<file path="src/sv/uidt_pkg.sv">
`default_nettype none
// ----------------------------------------------------------------------------
// uidt_pkg
// Types and constants shared by the card-ID slot table modules.
// ----------------------------------------------------------------------------
package uidt_pkg;

    localparam logic [1:0] KIND_LOOKUP = 2'd0;
    localparam logic [1:0] KIND_INSERT = 2'd1;
    localparam logic [1:0] KIND_DELETE = 2'd2;

    localparam logic [7:0] EMPTY_MARK = 8'hFF;
    localparam logic [7:0] NO_SLOT    = 8'hFF;

    typedef struct packed {
        logic [1:0]  kind;
        logic [31:0] card_id;
        logic [7:0]  access_type;
    } uidt_in_t;

    typedef struct packed {
        logic [7:0] slot_index;
        logic       success;
    } uidt_out_t;

    // Verdict of the slot comparator on one stored word
    typedef struct packed {
        logic match;
        logic empty;
    } uidt_cmp_t;

endpackage : uidt_pkg
`default_nettype wire

</file>
<file path="src/sv/uidt_ram.sv">
`default_nettype none
// ----------------------------------------------------------------------------
// uidt_ram
// Generic simple dual-port RAM: one write port, one read port, registered read.
// ----------------------------------------------------------------------------
module uidt_ram #(
    parameter int WIDTH = 32,
    parameter int DEPTH = 16
) (
    input  wire logic                                   clk,
    input  wire logic                                   wr_en,
    input  wire logic [(DEPTH > 1 ? $clog2(DEPTH) : 1)-1:0] wr_addr,
    input  wire logic [WIDTH-1:0]                       wr_data,
    input  wire logic                                   rd_en,
    input  wire logic [(DEPTH > 1 ? $clog2(DEPTH) : 1)-1:0] rd_addr,
    output logic      [WIDTH-1:0]                       rd_data
);

    logic [WIDTH-1:0] mem [DEPTH];

    always_ff @(posedge clk) begin
        if (wr_en) begin
            mem[wr_addr] <= wr_data;
        end
        if (rd_en) begin
            rd_data <= mem[rd_addr];
        end
    end

endmodule : uidt_ram
`default_nettype wire

</file>
<file path="src/sv/uidt_slot_cmp.sv">
`default_nettype none
// ----------------------------------------------------------------------------
// uidt_slot_cmp
// Shared slot comparator: flags an empty slot and a full-ID match.
// ----------------------------------------------------------------------------
module uidt_slot_cmp (
    input  wire logic [31:0]        slot_word,
    input  wire logic [31:0]        card_id,
    output uidt_pkg::uidt_cmp_t     verdict
);
    import uidt_pkg::*;

    always_comb begin
        verdict.empty = (slot_word[7:0] == EMPTY_MARK);
        // empty slots never match, even an ID with byte 0 of all ones
        verdict.match = !verdict.empty && (slot_word == card_id);
    end

endmodule : uidt_slot_cmp
`default_nettype wire

</file>
<file path="src/sv/uid_slot_table_top.sv">
`default_nettype none
// ----------------------------------------------------------------------------
// uid_slot_table_top
// Card-ID slot table with lookup, insert and delete, scanned one slot a cycle.
// ----------------------------------------------------------------------------
// Usage:
//   s_valid/s_ready/s_data carry one request beat (kind, card_id, access_type).
//   m_valid/m_ready/m_data carry one result beat (slot_index, success).
//   s_ready is high only while the block is idle; one request is in flight.
//   After acceptance the sequencer reads the ID RAM one slot per cycle
//   through the single comparator: the scan over all SLOT_COUNT slots
//   with its registered read, a decide state that writes the table on an
//   insert or delete, then the result beat. The block returns to idle once
//   the result is taken, and only then accepts the next request.
//   Reset clears the per-slot valid flags, so every slot reads as erased
//   (all ones) right away; no clearing pass is needed.
//   When the receiver stalls, the result beat holds in its output register
//   and no new request is accepted until it is taken.
// ----------------------------------------------------------------------------
module uid_slot_table_top #(
    parameter int SLOT_COUNT = 16
) (
    input  wire logic                aclk,
    input  wire logic                aresetn,
    input  wire logic                s_valid,
    output logic                     s_ready,
    input  wire uidt_pkg::uidt_in_t  s_data,
    output logic                     m_valid,
    input  wire logic                m_ready,
    output uidt_pkg::uidt_out_t      m_data
);
    import uidt_pkg::*;

    localparam int IDX_W = (SLOT_COUNT > 1) ? $clog2(SLOT_COUNT) : 1;
    localparam int CNT_W = $clog2(SLOT_COUNT + 1);

    localparam logic [1:0] ST_IDLE  = 2'd0;
    localparam logic [1:0] ST_SCAN  = 2'd1;
    localparam logic [1:0] ST_WRITE = 2'd2;
    localparam logic [1:0] ST_RESP  = 2'd3;

    logic [1:0]            state_reg,      state_next;
    uidt_in_t              req_reg,        req_next;
    logic [CNT_W-1:0]      rd_cnt_reg,     rd_cnt_next;
    logic                  dv_reg,         dv_next;
    logic [IDX_W-1:0]      di_reg,         di_next;
    logic                  vbit_reg,       vbit_next;
    logic                  hit_found_reg,  hit_found_next;
    logic [IDX_W-1:0]      hit_idx_reg,    hit_idx_next;
    logic [31:0]           hit_word_reg,   hit_word_next;
    logic                  free_found_reg, free_found_next;
    logic [IDX_W-1:0]      free_idx_reg,   free_idx_next;
    logic [SLOT_COUNT-1:0] valid_reg,      valid_next;
    uidt_out_t             res_reg,        res_next;
    logic                  m_valid_reg,    m_valid_next;

    logic                  rd_en;
    logic [IDX_W-1:0]      rd_addr;
    logic [31:0]           id_rd_data;
    logic                  wr_en;
    logic [IDX_W-1:0]      wr_addr;
    logic [31:0]           wr_word;
    logic [31:0]           scan_word;
    uidt_cmp_t             verdict;
    logic                  s_accept;

    assign s_ready  = (state_reg == ST_IDLE);
    assign s_accept = s_valid && s_ready;
    assign m_valid  = m_valid_reg;
    assign m_data   = res_reg;

    assign rd_en   = (state_reg == ST_SCAN) && (rd_cnt_reg < CNT_W'(SLOT_COUNT));
    assign rd_addr = rd_cnt_reg[IDX_W-1:0];

    // a slot never written reads as erased
    assign scan_word = vbit_reg ? id_rd_data : 32'hFFFF_FFFF;

    uidt_ram #(
        .WIDTH (32),
        .DEPTH (SLOT_COUNT)
    ) u_id_ram (
        .clk     (aclk),
        .wr_en   (wr_en),
        .wr_addr (wr_addr),
        .wr_data (wr_word),
        .rd_en   (rd_en),
        .rd_addr (rd_addr),
        .rd_data (id_rd_data)
    );

    // type byte is kept per slot; no operation reads it back
    uidt_ram #(
        .WIDTH (8),
        .DEPTH (SLOT_COUNT)
    ) u_type_ram (
        .clk     (aclk),
        .wr_en   (wr_en && (req_reg.kind == KIND_INSERT)),
        .wr_addr (wr_addr),
        .wr_data (req_reg.access_type),
        .rd_en   (1'b0),
        .rd_addr (wr_addr),
        .rd_data ()
    );

    uidt_slot_cmp u_cmp (
        .slot_word (scan_word),
        .card_id   (req_reg.card_id),
        .verdict   (verdict)
    );

    always_comb begin
        state_next      = state_reg;
        req_next        = req_reg;
        rd_cnt_next     = rd_cnt_reg;
        dv_next         = 1'b0;
        di_next         = rd_addr;
        vbit_next       = valid_reg[rd_addr];
        hit_found_next  = hit_found_reg;
        hit_idx_next    = hit_idx_reg;
        hit_word_next   = hit_word_reg;
        free_found_next = free_found_reg;
        free_idx_next   = free_idx_reg;
        valid_next      = valid_reg;
        res_next        = res_reg;
        m_valid_next    = m_valid_reg;
        wr_en           = 1'b0;
        wr_addr         = free_idx_reg;
        wr_word         = req_reg.card_id;

        unique case (state_reg)
            ST_IDLE: begin
                if (s_accept) begin
                    req_next        = s_data;
                    rd_cnt_next     = '0;
                    hit_found_next  = 1'b0;
                    free_found_next = 1'b0;
                    state_next      = ST_SCAN;
                end
            end
            ST_SCAN: begin
                if (rd_en) begin
                    rd_cnt_next = rd_cnt_reg + 1'b1;
                    dv_next     = 1'b1;
                end
                if (dv_reg) begin
                    // keep the lowest hit and the lowest free slot
                    if (verdict.match && !hit_found_reg) begin
                        hit_found_next = 1'b1;
                        hit_idx_next   = di_reg;
                        hit_word_next  = scan_word;
                    end
                    if (verdict.empty && !free_found_reg) begin
                        free_found_next = 1'b1;
                        free_idx_next   = di_reg;
                    end
                    if (di_reg == IDX_W'(SLOT_COUNT - 1)) begin
                        state_next = ST_WRITE;
                    end
                end
            end
            ST_WRITE: begin
                res_next.slot_index = NO_SLOT;
                res_next.success    = 1'b0;
                case (req_reg.kind)
                    KIND_LOOKUP: begin
                        if (hit_found_reg) begin
                            res_next.slot_index = 8'(hit_idx_reg);
                            res_next.success    = 1'b1;
                        end
                    end
                    KIND_INSERT: begin
                        if (!hit_found_reg && free_found_reg) begin
                            wr_en                 = 1'b1;
                            wr_addr               = free_idx_reg;
                            wr_word               = req_reg.card_id;
                            valid_next[free_idx_reg] = 1'b1;
                            res_next.slot_index   = 8'(free_idx_reg);
                            res_next.success      = 1'b1;
                        end
                    end
                    KIND_DELETE: begin
                        if (hit_found_reg) begin
                            // mark byte 0 erased, keep the upper bytes
                            wr_en                = 1'b1;
                            wr_addr              = hit_idx_reg;
                            wr_word              = {hit_word_reg[31:8], EMPTY_MARK};
                            valid_next[hit_idx_reg] = 1'b1;
                            res_next.slot_index  = 8'(hit_idx_reg);
                            res_next.success     = 1'b1;
                        end
                    end
                    default: begin
                    end
                endcase
                m_valid_next = 1'b1;
                state_next   = ST_RESP;
            end
            ST_RESP: begin
                if (m_ready) begin
                    m_valid_next = 1'b0;
                    state_next   = ST_IDLE;
                end
            end
            default: begin
                state_next = ST_IDLE;
            end
        endcase
    end

    always_ff @(posedge aclk) begin
        if (!aresetn) begin
            state_reg   <= ST_IDLE;
            valid_reg   <= '0;
            m_valid_reg <= 1'b0;
            dv_reg      <= 1'b0;
        end else begin
            state_reg   <= state_next;
            valid_reg   <= valid_next;
            m_valid_reg <= m_valid_next;
            dv_reg      <= dv_next;
        end
    end

    always_ff @(posedge aclk) begin
        req_reg        <= req_next;
        rd_cnt_reg     <= rd_cnt_next;
        di_reg         <= di_next;
        vbit_reg       <= vbit_next;
        hit_found_reg  <= hit_found_next;
        hit_idx_reg    <= hit_idx_next;
        hit_word_reg   <= hit_word_next;
        free_found_reg <= free_found_next;
        free_idx_reg   <= free_idx_next;
        res_reg        <= res_next;
    end

    a_no_overlap: assert property (@(posedge aclk) disable iff (!aresetn)
        !(s_ready && m_valid))
        else $error("request accepted while a result beat is pending");

    a_accept_scan: assert property (@(posedge aclk) disable iff (!aresetn)
        s_accept |=> (state_reg == ST_SCAN) && !s_ready)
        else $error("accepted request did not start a scan");

    a_fail_index: assert property (@(posedge aclk) disable iff (!aresetn)
        (m_valid && !m_data.success) |-> (m_data.slot_index == NO_SLOT))
        else $error("failed operation reports a slot index");

    a_ok_range: assert property (@(posedge aclk) disable iff (!aresetn)
        (m_valid && m_data.success) |-> (m_data.slot_index < 8'(SLOT_COUNT)))
        else $error("reported slot index beyond the table");

    a_write_resp: assert property (@(posedge aclk) disable iff (!aresetn)
        wr_en |=> m_valid && (state_reg == ST_RESP))
        else $error("table write not followed by a result beat");

endmodule : uid_slot_table_top
`default_nettype wire
</file>
<file path="config.mk">
export PLATFORM = sky130hd
export DESIGN_NAME = uid_slot_table_top
export DESIGN_NICKNAME = d
export VERILOG_FILES = /design/src/sv/uidt_pkg.sv /design/src/sv/uidt_ram.sv /design/src/sv/uidt_slot_cmp.sv /design/src/sv/uid_slot_table_top.sv
export SDC_FILE = /design/constraint.sdc
export NUM_CORES = 1
export LEC_CHECK = 0
export BUFFER_PORTS_ARGS = -buffer_cell sky130_fd_sc_hd__buf_2
export CAP_MARGIN = 20
export CORE_ASPECT_RATIO = 1.5
export CORE_MARGIN = 2
export CORE_UTILIZATION = 40
export DETAILED_ROUTE_END_ITERATION = 16
export PLACE_DENSITY = 0.55
export RECOVER_POWER = 25
export REMOVE_ABC_BUFFERS = 1
export SYNTH_ARGS = -nofsm -noshare
export SYNTH_HDL_FRONTEND = slang
export SYNTH_SLANG_ARGS = --single-unit
</file>
<file path="constraint.sdc">
create_clock -name aclk -period 6.4 [get_ports aclk]
set_input_delay 1.28 -clock aclk [delete_from_list [all_inputs] [get_ports aclk]]
set_output_delay 1.28 -clock aclk [all_outputs]
set_load 0.05 [all_outputs]
</file>
==> run metrics <==
first-pass GRT wire length=about 87 mm; number of global-route vias before repair=~12000; failing checks=capacitance limit, slew limit; Final setup viols=0; WP data arrival=about 5.0 ns; All-Layer GR Usage=18.53%; row count=113; Hold Buf Count CTS=0; Clk pwr share=30.6%; FMAX=between 200 and 250 MHz; final wirelength=about 60 mm; Port Buffers=48; Fin Clk Skew=0.02091 ns; M1 GR Usage=between 20 and 25%; H-tree lvl count=2; drt via density=5.567; clock sinks=between 600 and 700; Synth Warn #=0; Syn Area/Cell=between 20 and 25 µm²; critical path's slowest cell=clkbuf_1; VDD IR max=roughly 0.28 mV; clk_lat worst skew=0.63 ns; GRT overflow=0; clock-pin slew on the worst setup and hold paths=0.07 ns; post-synthesis sequential area ratio=between 70% and 80%; setup tns final=0 ns; post-cts resize count=0; min setup slack post-route=1.762 ns; CP cell instances=clkbuf_1, o21ai_0, a222oi_1, and4_2, o221a_1; I/O pin total=between 50 and 60; area leader, netlist=edfxtp_1; Post-route DRC=0; final net count=around 1400; pre-CTS setup slack=~2.2 ns; Worst path top cell family by delay=buffers and inverters; run status=finished with violations; unrepaired setup endpoints after global routing=no; DRT iter0 DRCs=1177; Max Transition Viols Final=260; final worst-path cycle share=a little over 70%; P_sw=roughly 3200 µW; Post-CTS Setup Bufs=0; crit path time final=approximately 4.6 ns; required time of the critical path=6.75 ns; Syn-to-layout area delta=12.89%; ant diodes=0; max incr delay on CP=1.54 ns; TritonCTS Buffers=roughly 60; clock tree buffer depth=3; Area contributors post-synth=edfxtp_1 74%, mux4_2 15%, dfxtp_1 2.0%; Sw Ratio=between 20% and 30%; busiest layer in global routing=met2; met3 Track Usage GR=roughly 2.9%; Worst setup SP type=flip-flop; Worst Path Buf+Inv=1; hpwl dp=32.46 mm; die span in y=312.1 µm; final antenna-violating net count=0; relative slew slack=-134.0%; CTS root buffer=clkbuf_16; Post-synth EDFFs=623; Async SR Flop Fraction=0%; Pre-antenna DRT Iters=6; initial core utilization=between 40% and 50%; max cap viols=6; CP Max Fanout=38; PD cells=roughly 410 nW/µm²; gpl congestion=between 0.7 and 0.8; Seq cells post-synth=648; commonest non-fill, non-tap cells in the layout=623 x edfxtp_1, 165 x mux4_2, 91 x nand2_1, 60 x clkbuf_16, 40 x nand2b_1; Gate power share=roughly 23%; DR vias=approximately 12000; drt wl/cell=between 20 and 30 µm; share of cells above drive strength 1=24.65%; worst slew pin tran=between 3 and 4 ns; sequential share of power=between 40% and 50%; Die ar.=65350 µm²; Cell Area, Synth=around 25000 µm²; Die W=around 210 µm; post-synthesis cell type count=50; kind of critical path=flip-flop to flip-flop; Most used DFF post-synth=edfxtp_1; Internal=8562 µW; Syn Inst Count=about 1200; initial antenna violation count=0; grt met2 use=31.90%; number of flip-flops in the largest register=approximately 510; largest net degree at the start of global routing=110; Core Footprint=roughly 63000 µm²; most common cell after layout, fill and taps aside=edfxtp_1; Tightest Hold Check Type=flip-flop to flip-flop; Yosys top cell area share=between 70 and 80%; P_leak=roughly 0.0088 µW; CTS tree=yes; final hold violation count=0; Worst setup EP type=flip-flop
==> logic make-up (layout without fill, tap and decap cells) <==
family                   after synthesis  count (layout)  synth area share [%]
multiplexers                         167             167                 14.76
buffers and inverters                 78             214                 1.513
adder cells (fa/ha/maj)                9               9                0.4449
flip-flops                           648             648                 75.88
AO/OA/AOI/OAI                         76              76                 1.972
XOR/XNOR                              19              19                0.6574
AND/OR/NAND/NOR                      242             242                 4.765
==> worst paths after layout <==
| kind | slack (ns) | depth (start not counted) | to | startpoint |
|---|---|---|---|---|
| setup / recovery | 1.76 | 5 | hit_found_reg | vbit_reg |
| hold / removal | 0.47 | 0 | hit_idx_reg[0] | di_reg[0] |
| setup reg to reg | 1.76 | 5 | hit_found_reg | vbit_reg |
| hold reg to reg | 0.47 | 0 | hit_idx_reg[0] | di_reg[0] |
==> power by group through the flow <==
stage | clock network [µW] | registers [µW] | logic [µW]
after floorplan | 0 | 5820 | 1810
after global placement | 0 | 5530 | 2670
after detailed placement | 0 | 5530 | 2700
after CTS | 3700 | 5440 | 2710
after global routing | 3840 | 5470 | 2970
final | 3610 | 5450 | 2740
==> synthesized netlist by cell type (2+ instances only) <==
cell and number:
a211oi_1 2, a21oi_1 23, a221o_1 5, a22oi_1 2, a31oi_1 2, and2_1 4
and3_1 4, buf_1 4, buf_2 15, buf_4 3, buf_6 8, clkbuf_1 30
dfxtp_1 25, edfxtp_1 623, ha_1 9, inv_1 17, mux4_2 165, nand2_1 91
nand2b_1 40, nand3_1 13, nand3b_1 3, nand4_1 7, nor2_1 30, nor2b_1 24
nor3_1 10, nor4bb_1 3, o2111a_1 3, o21ai_0 13, o22ai_1 16, o32ai_1 2
or2_2 7, xnor2_1 6, xor2_1 13
==> cell type report <==
type                            instances  area (µm²)
Tap cell                              805        1007
Inverter                               18       67.56
Clock inverter                         40       416.7
Clock buffer                           71        1543
Timing Repair Buffer                   85       484.2
Fill cell                            5243       34340
Multi-Input combinational cell        513        5849
Sequential cell                       648       19210
==> metrics by stage <==
| step | utilization [%] | hold slack (ns) | total power, µW | cells | instance area (µm²) |
|---|---|---|---|---|---|
| after floorplan | - | 0.4252 | 7628 | 1179 | 25000 |
| after global placement | 42.40 | 0.4449 | 8199 | 2068 | 26680 |
| after detailed placement | 42.41 | 0.4419 | 8231 | 2069 | 26680 |
| after CTS | 45.52 | 0.4653 | 11850 | 2180 | 28640 |
| after global routing | 45.42 | 0.4827 | 12280 | 2180 | 28580 |
| final | 45.42 | 0.4671 | 11800 | 2180 | 28580 |
==> per-layer routing <==
layer  up-vias  wire length (µm)
met1      6458             24050
li1       5205                 -
met2       391             30800
met3        82              3227
met4         0              1456
met5         -                 0
No activity file was read; power rests on OpenSTA's default activity.
